$ cat src/sv/gcrg_pkg.sv
// Shared constants and the command type for the GF(256) coefficient row generator.
package gcrg_pkg;

    localparam int ADDR_W = 16;
    localparam int COEFS  = 6;
    localparam int MATS   = 3;

    localparam logic [ADDR_W-1:0] TABLE_DEPTH       = 16'd39936;
    localparam logic [ADDR_W-1:0] BASE_PHASE_STRIDE = 16'd6144;
    localparam logic [ADDR_W-1:0] MID10_BASE        = 16'd12288;
    localparam logic [ADDR_W-1:0] MID_PHASE_STRIDE  = 16'd4608;
    localparam logic [ADDR_W-1:0] MID17_BASE        = 16'd21504;
    localparam logic [ADDR_W-1:0] HIGH_BASE         = 16'd30720;
    localparam logic [ADDR_W-1:0] MATRIX_BYTES      = 16'd36;
    localparam logic [ADDR_W-1:0] ROW_BYTES         = 16'd6;

    localparam logic [8:0] POLY_RESET = 9'd333;

    localparam logic ACT_WRITE = 1'b0;
    localparam logic ACT_QUERY = 1'b1;

    typedef struct packed {
        logic                        is_query;
        logic [ADDR_W-1:0]           addr;      // write address, or base row address
        logic [7:0]                  wdata;
        logic [MATS-1:0][ADDR_W-1:0] mat_addr;  // matrix bases: bits 10-16, 17-23, 24-31
        logic [MATS-1:0]             mat_en;
    } cmd_t;

endpackage

$ cat src/sv/gcrg_front.sv
// Front end: accepts input transfers and turns them into table write or row query commands.
module gcrg_front
    import gcrg_pkg::*;
(
    input  logic              s_valid,
    output logic              s_ready,
    input  logic              s_action,
    input  logic [15:0]       s_table_address,
    input  logic [7:0]        s_table_byte,
    input  logic [31:0]       s_block_id,
    output logic              q_push,
    output cmd_t              q_cmd,
    input  logic              q_ready
);

    logic [7:0] high;
    logic [6:0] mid17;
    logic [6:0] mid10;
    logic [9:0] low;
    logic       p17;
    logic       p10;
    logic       p0;
    logic       addr_ok;

    assign high  = s_block_id[31:24];
    assign mid17 = s_block_id[23:17];
    assign mid10 = s_block_id[16:10];
    assign low   = s_block_id[9:0];

    // Thue-Morse phases chain down from the high part
    assign p17 = ^high;
    assign p10 = p17 ^ (^mid17);
    assign p0  = p10 ^ (^mid10);

    assign addr_ok = (s_table_address < TABLE_DEPTH);
    assign s_ready = q_ready;
    // drop writes beyond the table
    assign q_push  = s_valid && q_ready && ((s_action == ACT_QUERY) || addr_ok);

    always_comb begin
        q_cmd          = '0;
        q_cmd.is_query = (s_action == ACT_QUERY);
        q_cmd.wdata    = s_table_byte;
        if (s_action == ACT_QUERY) begin
            q_cmd.addr = (p0 ? BASE_PHASE_STRIDE : '0) + ADDR_W'(low) * ROW_BYTES;
        end else begin
            q_cmd.addr = s_table_address;
        end
        q_cmd.mat_addr[0] = MID10_BASE + (p10 ? MID_PHASE_STRIDE : '0)
                            + ADDR_W'(mid10) * MATRIX_BYTES;
        q_cmd.mat_addr[1] = MID17_BASE + (p17 ? MID_PHASE_STRIDE : '0)
                            + ADDR_W'(mid17) * MATRIX_BYTES;
        q_cmd.mat_addr[2] = HIGH_BASE + ADDR_W'(high) * MATRIX_BYTES;
        q_cmd.mat_en      = {(high != '0), (mid17 != '0), (mid10 != '0)};
    end

endmodule

$ cat config.mk
export PLATFORM = sky130hd
export DESIGN_NAME = gcrg_front
export DESIGN_NICKNAME = d
export VERILOG_FILES = /design/src/sv/gcrg_pkg.sv /design/src/sv/gcrg_front.sv
export SDC_FILE = /design/constraint.sdc
export NUM_CORES = 1
export LEC_CHECK = 0
export BUFFER_PORTS_ARGS = -buffer_cell sky130_fd_sc_hd__buf_2
export CAP_MARGIN = 20
export CORE_ASPECT_RATIO = 0.5
export CORE_MARGIN = 10
export CORE_UTILIZATION = 45
export DETAILED_ROUTE_END_ITERATION = 10
export PLACE_DENSITY = 0.8
export SLEW_MARGIN = 25
export SYNTH_ARGS = -nofsm -noshare
export SYNTH_HDL_FRONTEND = slang
export SYNTH_SLANG_ARGS = --single-unit
$ cat constraint.sdc
create_clock -name vclk -period 6.55
set_input_delay 0 -clock vclk [all_inputs]
set_output_delay 0 -clock vclk [all_outputs]
set_load 0.02 [all_outputs]
==> flow_metrics.env <==
export IMPL_status="finished, final reports clean"
export IMPL_final_util_pct=56.1
export IMPL_die_area_um2=8450
export IMPL_drive_gt1_share_pct=32.1
export IMPL_seq_area_um2=0
export IMPL_finalSetupViolations=0
export IMPL_cp_top_family="adder cells"
export IMPL_ys_seq_area_share_pct=0
export IMPL_min_path_type="input port to primary output"
export IMPL_final_clkbuf_count=0
export IMPL_path_common_cell="ha_1"
export IMPL_dp_hpwl_um=5490
export IMPL_cp_arrival_ps=2770
export IMPL_initial_core_util_pct=46.4
export IMPL_crit_path_max_incr_delay_ps=400
export IMPL_path_depth=13
export IMPL_drt_iter0_drc=90
export IMPL_synth_xor_area_share_pct=11.1
export IMPL_gp_congestion=0.817
export IMPL_finalPower_w=0.000532
export IMPL_io_pins=137
export IMPL_synth_top_family_by_area="adder cells"
export IMPL_port_buffer_count=114
export IMPL_grt_usage_pct=12.9
export IMPL_syn_to_final_growth_pct=20.9
export IMPL_ys_types=45
export IMPL_die_h_um=70.2
export IMPL_fill_cells=478
export IMPL_rsz0062_at_grt="no"
export IMPL_crit_fanout=5
export IMPL_power_density_nw_per_um2=194
export IMPL_fin_nets=499
export IMPL_stdcell_count=441
export IMPL_synth_common_cells="ha_1, inv_1, buf_4, xnor2_1, a21oi_1"
export IMPL_crit_type="input port to primary output"
export IMPL_netlist_area_leader_share_pct=33.7
export IMPL_p_leak_nw=1.57
export IMPL_grt_pass1_wl_um=9740
export IMPL_holdBufCountCts=0
export IMPL_synth_area_mux_share_pct=3.97
export IMPL_hold_worst_slack_ps=0.00883
export IMPL_routedWlPerCell_um=13.7
export IMPL_path_cells="buf_2 > ha_1 > ha_1 > fa_1 > a21o_1 > a21o_1 > nand3_1 > ha_1 > nand2b_1 > a2111o_1 > o211ai_1 > o211ai_1 > buf_2"
export IMPL_report_final_slew_viol_count=0
export IMPL_whs_path_depth=0
export IMPL_synthCells=280
export IMPL_wirelength_um=6030
export IMPL_synthAdderAreaFrac_pct=39.0
export IMPL_cap_violations=0
export IMPL_crit_required_ps=6550
export IMPL_synth_compound_area_share_pct=19.0
export IMPL_synth_simple_gate_area_share_pct=11.6
export IMPL_die_w_um=120
export IMPL_hold_viol=0
export IMPL_fin_crit_sh_pct=42.2
export IMPL_drc=0
export IMPL_num_vias=2218
export IMPL_clock_fmax_mhz=362
export IMPL_end_kind="primary output"
export IMPL_seq_cells=0
export IMPL_ir_worst_vdd_v=0.000104
export IMPL_worst_path_buf_inv=2
export IMPL_viasPerCell=5.03
export IMPL_setup_tns_ps=0
export IMPL_yosysWarnings=0
export IMPL_diodes=0
export IMPL_syn_cell_area_um2=2270
export IMPL_yosysMostFrequentCell="ha_1"
export IMPL_antenna_found_initial=0
export IMPL_grt_max_degree=28
export IMPL_grt_pass1_vias=2262
export IMPL_place_inst=441
export IMPL_avgSynthCellArea_um2=8.10
export IMPL_rows=18
export IMPL_ant_nets=0
export IMPL_overflow=0
export IMPL_yosys_top_cells_area="ha_1, buf_4, xnor2_1"
export IMPL_core_um2=4890
export IMPL_ctsResizeCount=0
export IMPL_cpMaxStageDelayCell="fa_1"
export IMPL_yosysTopAreaCell="ha_1"
export IMPL_period_needed_ps=2770
export IMPL_postCtsSetupBuffers=0
export IMPL_drtPass1Iterations=4
export IMPL_start_kind="input port"
-- power breakdown --
group          switching [W]  leakage (nW)  internal [W]
Sequential                 0             0             0
Combinational       0.000324          1.57      0.000208
Clock                      0             0             0
Total               0.000324          1.57      0.000208
-- layout by cell type, fill, tap and decap left out, types with 2 or more instances in the layout --
| master | instances |
|---|---|
| o211ai_1 | 4 |
| nor3_1 | 5 |
| nand2_1 | 10 |
| mux2_1 | 6 |
| ha_1 | 61 |
| o21ai_0 | 7 |
| a21oi_1 | 13 |
| nand2b_1 | 5 |
| nand4_1 | 3 |
| mux2_2 | 2 |
| fa_1 | 6 |
| xor2_1 | 6 |
| or3_1 | 5 |
| xnor2_1 | 19 |
| a21o_1 | 9 |
| o21bai_1 | 3 |
| o21a_1 | 4 |
| conb_1 | 7 |
| buf_2 | 114 |
| nor2b_1 | 5 |
| nand3_1 | 4 |
| o21ai_1 | 3 |
| inv_1 | 36 |
| a211o_1 | 4 |
| a211oi_1 | 3 |
| xnor2_2 | 2 |
| o2111ai_1 | 2 |
| nor2_1 | 8 |
-- per-stage QoR --
step | area, um2 | setup slack [ps]
detailed placement | 2740 | 3770
CTS | 2740 | 3780
finish | 2740 | 3780
global route | 2740 | 3630
floorplan | 2290 | 3930
global placement | 2740 | 3830
-- layer usage --
layer  part of all wire [%]  track usage [%]  up-vias
met5                      0                0        -
met4                  0.066            0.532        0
met3                    9.8             3.69        2
met2                     48             24.6       84
met1                     42             14.5      991
li1                       -                -     1141
-- layout make-up --
cell class | instances | area [um2] | share of cell area [%]
Timing Repair Buffer | 114 | 571 | 20.8
Multi-Input combinational cell | 221 | 1950 | 71.1
Inverter | 36 | 135 | 4.93
Tap cell | 70 | 87.6 | 3.20
-- worst paths after layout --
check,start,slack (ps),to
worst max-delay path,s_block_id[11],3780,q_cmd[16]
worst min-delay path,s_table_byte[1],0.009,q_cmd[52]
-- kinds of logic after synthesis --
| logic type | count (synthesis) |
|---|---|
| xor gates and xnor gates | 27 |
| other | 1 |
| buffers and inverters | 65 |
| and+or+nand+nor | 50 |
| AOI/OAI and AO/OA | 62 |
| adders and majority gates | 67 |
| muxes | 8 |
Power figures use the tool's default switching activity.
