$ cat config.mk
export PLATFORM = sky130hd
export DESIGN_NAME = gcrg_queue
export DESIGN_NICKNAME = d
export VERILOG_FILES = /design/src/sv/gcrg_pkg.sv /design/src/sv/gcrg_queue.sv
export SDC_FILE = /design/constraint.sdc
export NUM_CORES = 1
export LEC_CHECK = 0
export BUFFER_PORTS_ARGS = -buffer_cell sky130_fd_sc_hd__buf_2
export CORE_ASPECT_RATIO = 0.7
export CORE_MARGIN = 10
export CORE_UTILIZATION = 52
export DETAILED_ROUTE_END_ITERATION = 8
export PLACE_DENSITY = 0.88
export RECOVER_POWER = 100
export SLEW_MARGIN = 20
export SYNTH_ARGS = -nofsm -noshare
export SYNTH_HDL_FRONTEND = slang
export SYNTH_SLANG_ARGS = --single-unit
$ cat constraint.sdc
create_clock -name aclk -period 6.75 [get_ports aclk]
set_input_delay 1.35 -clock aclk [delete_from_list [all_inputs] [get_ports aclk]]
set_output_delay 1.35 -clock aclk [all_outputs]
set_load 0.01 [all_outputs]
$ cat src/sv/gcrg_pkg.sv
// Shared constants and the command type for the GF(256) coefficient row generator.
package gcrg_pkg;

    localparam int ADDR_W = 16;
    localparam int COEFS  = 6;
    localparam int MATS   = 3;

    localparam logic [ADDR_W-1:0] TABLE_DEPTH       = 16'd39936;
    localparam logic [ADDR_W-1:0] BASE_PHASE_STRIDE = 16'd6144;
    localparam logic [ADDR_W-1:0] MID10_BASE        = 16'd12288;
    localparam logic [ADDR_W-1:0] MID_PHASE_STRIDE  = 16'd4608;
    localparam logic [ADDR_W-1:0] MID17_BASE        = 16'd21504;
    localparam logic [ADDR_W-1:0] HIGH_BASE         = 16'd30720;
    localparam logic [ADDR_W-1:0] MATRIX_BYTES      = 16'd36;
    localparam logic [ADDR_W-1:0] ROW_BYTES         = 16'd6;

    localparam logic [8:0] POLY_RESET = 9'd333;

    localparam logic ACT_WRITE = 1'b0;
    localparam logic ACT_QUERY = 1'b1;

    typedef struct packed {
        logic                        is_query;
        logic [ADDR_W-1:0]           addr;      // write address, or base row address
        logic [7:0]                  wdata;
        logic [MATS-1:0][ADDR_W-1:0] mat_addr;  // matrix bases: bits 10-16, 17-23, 24-31
        logic [MATS-1:0]             mat_en;
    } cmd_t;

endpackage

$ cat src/sv/gcrg_queue.sv
// Two-entry command queue between the front end and the engine.
module gcrg_queue
    import gcrg_pkg::*;
(
    input  logic aclk,
    input  logic aresetn,
    input  logic in_push,
    input  cmd_t in_cmd,
    output logic in_ready,
    output logic out_valid,
    output cmd_t out_cmd,
    input  logic out_pop
);

    cmd_t       ent_reg [2];
    logic       wr_ptr_reg;
    logic       rd_ptr_reg;
    logic [1:0] count_reg;
    logic       do_push;
    logic       do_pop;

    assign in_ready  = (count_reg != 2'd2);
    assign out_valid = (count_reg != 2'd0);
    assign out_cmd   = ent_reg[rd_ptr_reg];
    assign do_push   = in_push && in_ready;
    assign do_pop    = out_pop && out_valid;

    always_ff @(posedge aclk) begin
        if (do_push) begin
            ent_reg[wr_ptr_reg] <= in_cmd;
        end
    end

    always_ff @(posedge aclk) begin
        if (!aresetn) begin
            wr_ptr_reg <= 1'b0;
            rd_ptr_reg <= 1'b0;
            count_reg  <= 2'd0;
        end else begin
            if (do_push) begin
                wr_ptr_reg <= ~wr_ptr_reg;
            end
            if (do_pop) begin
                rd_ptr_reg <= ~rd_ptr_reg;
            end
            count_reg <= count_reg + 2'(do_push) - 2'(do_pop);
        end
    end

endmodule

==> results.md <==
- In the global route stage, overall resource usage came out at 0.1460.
- The count of buffers added on input and output ports is 157.
- The tree is rooted in a sky130_fd_sc_hd__clkbuf_16.
- The cts-stage hold buffer count is 0.
- Along the worst hold path, the cell count comes to 2.
- The die covers 16010 um2.
- For this design the ratio of total power to cell area is 400.7 nW/um2.
- The max-cap violation count is 2.
- Row generation in the floorplan step produced 32 rows.
- The total of cells resized after clock tree synthesis is 0.
- The core footprint is 11010 um2.
- Relative to the synthesized area, the layout overhead comes to 22.57%.
- Headroom to the max-slew limit came out at -1.325.
- The number of clock sinks is 157.
- In this run the remaining antenna-violating nets after routing total 0.
- A synthesized cell averages 22.58 um2.
- The run finished, with violations left.
- The startpoint identified for the worst register-to-register timing path is count_reg[0].
- The later-pin clock latency in the skew report is 0.41 ns.
- Counting I/O delays and the setup requirement, the final critical path takes 4.764 ns.
- The maximum achievable frequency is 0.2099 GHz.
- Setup violations remaining at the end of the flow were counted as 0.
- The CTS H-tree depth is 4.
- The detailed placer's ending HPWL is 7967 um.
- Setup repair after global routing left no endpoint under its margin.
- For this design the top-level I/O count stands at 158.
- Across all register-to-register paths, the minimum setup slack is 3.00 ns.
- The count of synthesis-stage warnings from yosys is 0.
- In this run, distinct cell masters in the synthesized netlist total 19.
- Yosys attributes the largest share of cell area to sky130_fd_sc_hd__edfxtp_1 (78%), sky130_fd_sc_hd__mux2_4 (10%), sky130_fd_sc_hd__mux2_2 (6.9%), sky130_fd_sc_hd__dfxtp_1 (1.7%), sky130_fd_sc_hd__buf_6 (0.77%).
- The number of nets produced by synthesis is 342.
- The largest driver fanout on the critical path is 43.
- 0 antenna diodes ended up in the layout.
- In the synthesized netlist the dominant register cell turns out to be sky130_fd_sc_hd__edfxtp_1.
- The maximum buffer depth of the clock tree is 2.
- Post-CTS timing repair inserted 0 buffers for setup.
- The clock-pin transition on the worst setup and hold timing paths is 0.06 ns.
- The capture endpoint of the worst hold path is wr_ptr_reg.
- The number of global-route vias before repair is 3314.
- The path class of the tightest hold or removal check is flop to flop.
- The average via count per standard cell is 5.003.
- STA puts the critical path data required time at 5.40 ns.
- Clock tree synthesis inserted a total of 17 buffers.
- At the end of routability-driven placement, the weighted congestion stood at 0.7571.
- The die extent in x is 147.0 um.
- After routing, the total negative slack on setup checks comes to 0 ns.
- The total detailed-routing wirelength is 11800 um.
- Final hold analysis gives a worst-case slack of 0.5064 ns.
- The length of the first detailed-routing pass in iterations is 4.
- The worst setup path category is flop to primary output.
- Summing over every cut layer, the via total after detailed routing is 2987.
- The first-pass GRT wire length is 17950 um.
- The kind of end point of the critical path is a primary output.
- The share of the clock period used by the worst path is 0.7057.
- The origin of the worst min-delay path is wr_ptr_reg.
- The cell area after technology mapping is 5872 um2.
- The worst setup path is launched from a flop.
- The synthesized instance count is 260.
- The number of max-slew violations in the final report came to 112.
- The floorplan step set the die height to 108.9 um.
- The flip-flop count of the largest register, all copies and words added is 152.
- The number of synthesized flops with an enable pin is 152.
- After synthesis, the share of flip-flops with an asynchronous set or reset is 0.
- The final reports fail on capacitance limit, slew limit.
- The remaining global-route overflow is 0.
- The number of antenna violations at the first check in global routing is 1.
- The worst-margin pin slew is 3.488 ns.
- VDD sags by at most 249.2 uV.
- At the end of the flow, the number of nets in the layout was 513.
- Before CTS, the worst setup slack after placement is 3.226 ns.
- Among all cell types in the netlist, the one instantiated most often is sky130_fd_sc_hd__edfxtp_1.
- The proportion of layout cells with a drive suffix above 1 is 0.3108.
- The arrival time of data at the critical path endpoint is 3.41 ns.
- The clock tree from TritonCTS is yes.
- The commonest cells after synthesis are sky130_fd_sc_hd__edfxtp_1 (152), sky130_fd_sc_hd__mux2_4 (40), sky130_fd_sc_hd__mux2_2 (36), sky130_fd_sc_hd__dfxtp_1 (5), sky130_fd_sc_hd__buf_6 (4).
- The post-synthesis cell type with the largest combined area is sky130_fd_sc_hd__edfxtp_1.
- The final worst setup slack is 1.986 ns.
- Clock skew on the completed layout was measured at 0.009533 ns.
- The post-detailed-route wirelength per cell is 19.77 um.
- For this configuration, the core starts out at a cell density of 0.5333.
- The pin count of the biggest net entering global routing is 77.
- The first routing iteration left 156 violations.
- The analysis attributes to cell leakage a power of 2.528 nW.
- The final hold violation count is 0.
- The number of cells on the worst reg-to-reg path is 5.
- In this run, synthesis produced a sequential element count of 157.
- The endpoint identified for the worst register-to-register timing path is ent_reg[0][2].
- After detailed routing, the number of remaining DRC violations is 0.
- The share of Yosys cell area claimed by the top area cell type is 0.7773.
- The share of the Yosys chip area taken by registers is 0.7944.
-- worst max-delay path, cell delays in order, from the launching register on --
cell and delay, ns:
sky130_fd_sc_hd__dfxtp_1 1.35, sky130_fd_sc_hd__clkbuf_2 1.04, sky130_fd_sc_hd__mux2_1 0.42, sky130_fd_sc_hd__buf_2 0.16
-- per-stage QoR --
stage | cells | power (mW) | area (um2) | util
5_1_grt | 597 | 3.012 | 7197 | 0.6536
3_5_place_dp | 564 | 1.971 | 6813 | 0.6188
2_1_floorplan | 260 | 1.737 | 5872 | -
3_3_place_gp | 564 | 1.944 | 6813 | 0.6188
4_1_cts | 596 | 3.006 | 7457 | 0.6773
6_report | 597 | 2.884 | 7197 | 0.6536
-- report_power, final --
part / switching (mW) / internal (mW)
registers: 0.0568 / 1.23
logic: 0.323 / 0.242
clock network: 0.371 / 0.660
-- final cells by class --
cell class / count / area [um2]
Fill cell: 797 / 3814
Clock inverter: 13 / 211.5
Multi-Input combinational cell: 94 / 997.2
Timing Repair Buffer: 160 / 695.7
Sequential cell: 157 / 4664
Inverter: 1 / 3.754
Tap cell: 153 / 191.4
Clock buffer: 19 / 432.9
-- cells by family after synthesis --
| kind of cell | after synthesis | share of synthesized area |
|---|---|---|
| flip-flops | 157 | 0.7944 |
| multiplexers | 77 | 0.1730 |
| AND/OR/NAND/NOR | 11 | 0.01044 |
| buffers and inverters | 9 | 0.01214 |
| XOR/XNOR | 3 | 0.004476 |
| adder cells (fa/ha/maj) | 2 | 0.004261 |
| AO/OA/AOI/OAI | 1 | 0.001279 |
-- metal layers --
layer | vias to the layer above | track usage | part of all wire
li1 | 1371 | - | -
met1 | 1475 | 0.1780 | 0.44
met2 | 130 | 0.2244 | 0.46
met3 | 9 | 0.07326 | 0.089
met4 | 2 | 0.04866 | 0.0071
met5 | - | 0 | 0.0015
-- how the worst max path moves through the flow --
stage,start,to,cells after the start
after floorplan,in_push,ent_reg[0][0],2
after global placement,in_push,ent_reg[0][6],4
after detailed placement,in_push,ent_reg[0][10],4
after CTS,flop,out_cmd[31],3
after global routing,flop,out_cmd[31],3
final,flop,out_cmd[44],3
-- layout by cell type, fill, tap and decap left out, types with 2 or more instances in the layout --
| cell | synthesis | layout |
|---|---|---|
| sky130_fd_sc_hd__mux2_1 | 0 | 42 |
| sky130_fd_sc_hd__edfxtp_1 | 152 | 152 |
| sky130_fd_sc_hd__buf_2 | 3 | 72 |
| sky130_fd_sc_hd__inv_6 | 0 | 2 |
| sky130_fd_sc_hd__bufinv_16 | 0 | 5 |
| sky130_fd_sc_hd__clkinvlp_4 | 0 | 2 |
| sky130_fd_sc_hd__mux2_4 | 40 | 3 |
| sky130_fd_sc_hd__nand2_1 | 2 | 2 |
| sky130_fd_sc_hd__dfxtp_1 | 5 | 5 |
| sky130_fd_sc_hd__ha_1 | 2 | 2 |
| sky130_fd_sc_hd__clkbuf_16 | 0 | 17 |
| sky130_fd_sc_hd__clkbuf_1 | 0 | 88 |
| sky130_fd_sc_hd__mux2_2 | 36 | 31 |
| sky130_fd_sc_hd__nor2b_1 | 2 | 2 |
| sky130_fd_sc_hd__xnor2_1 | 3 | 3 |
| sky130_fd_sc_hd__nand2b_1 | 2 | 2 |
(Power assumes the default switching activity.)
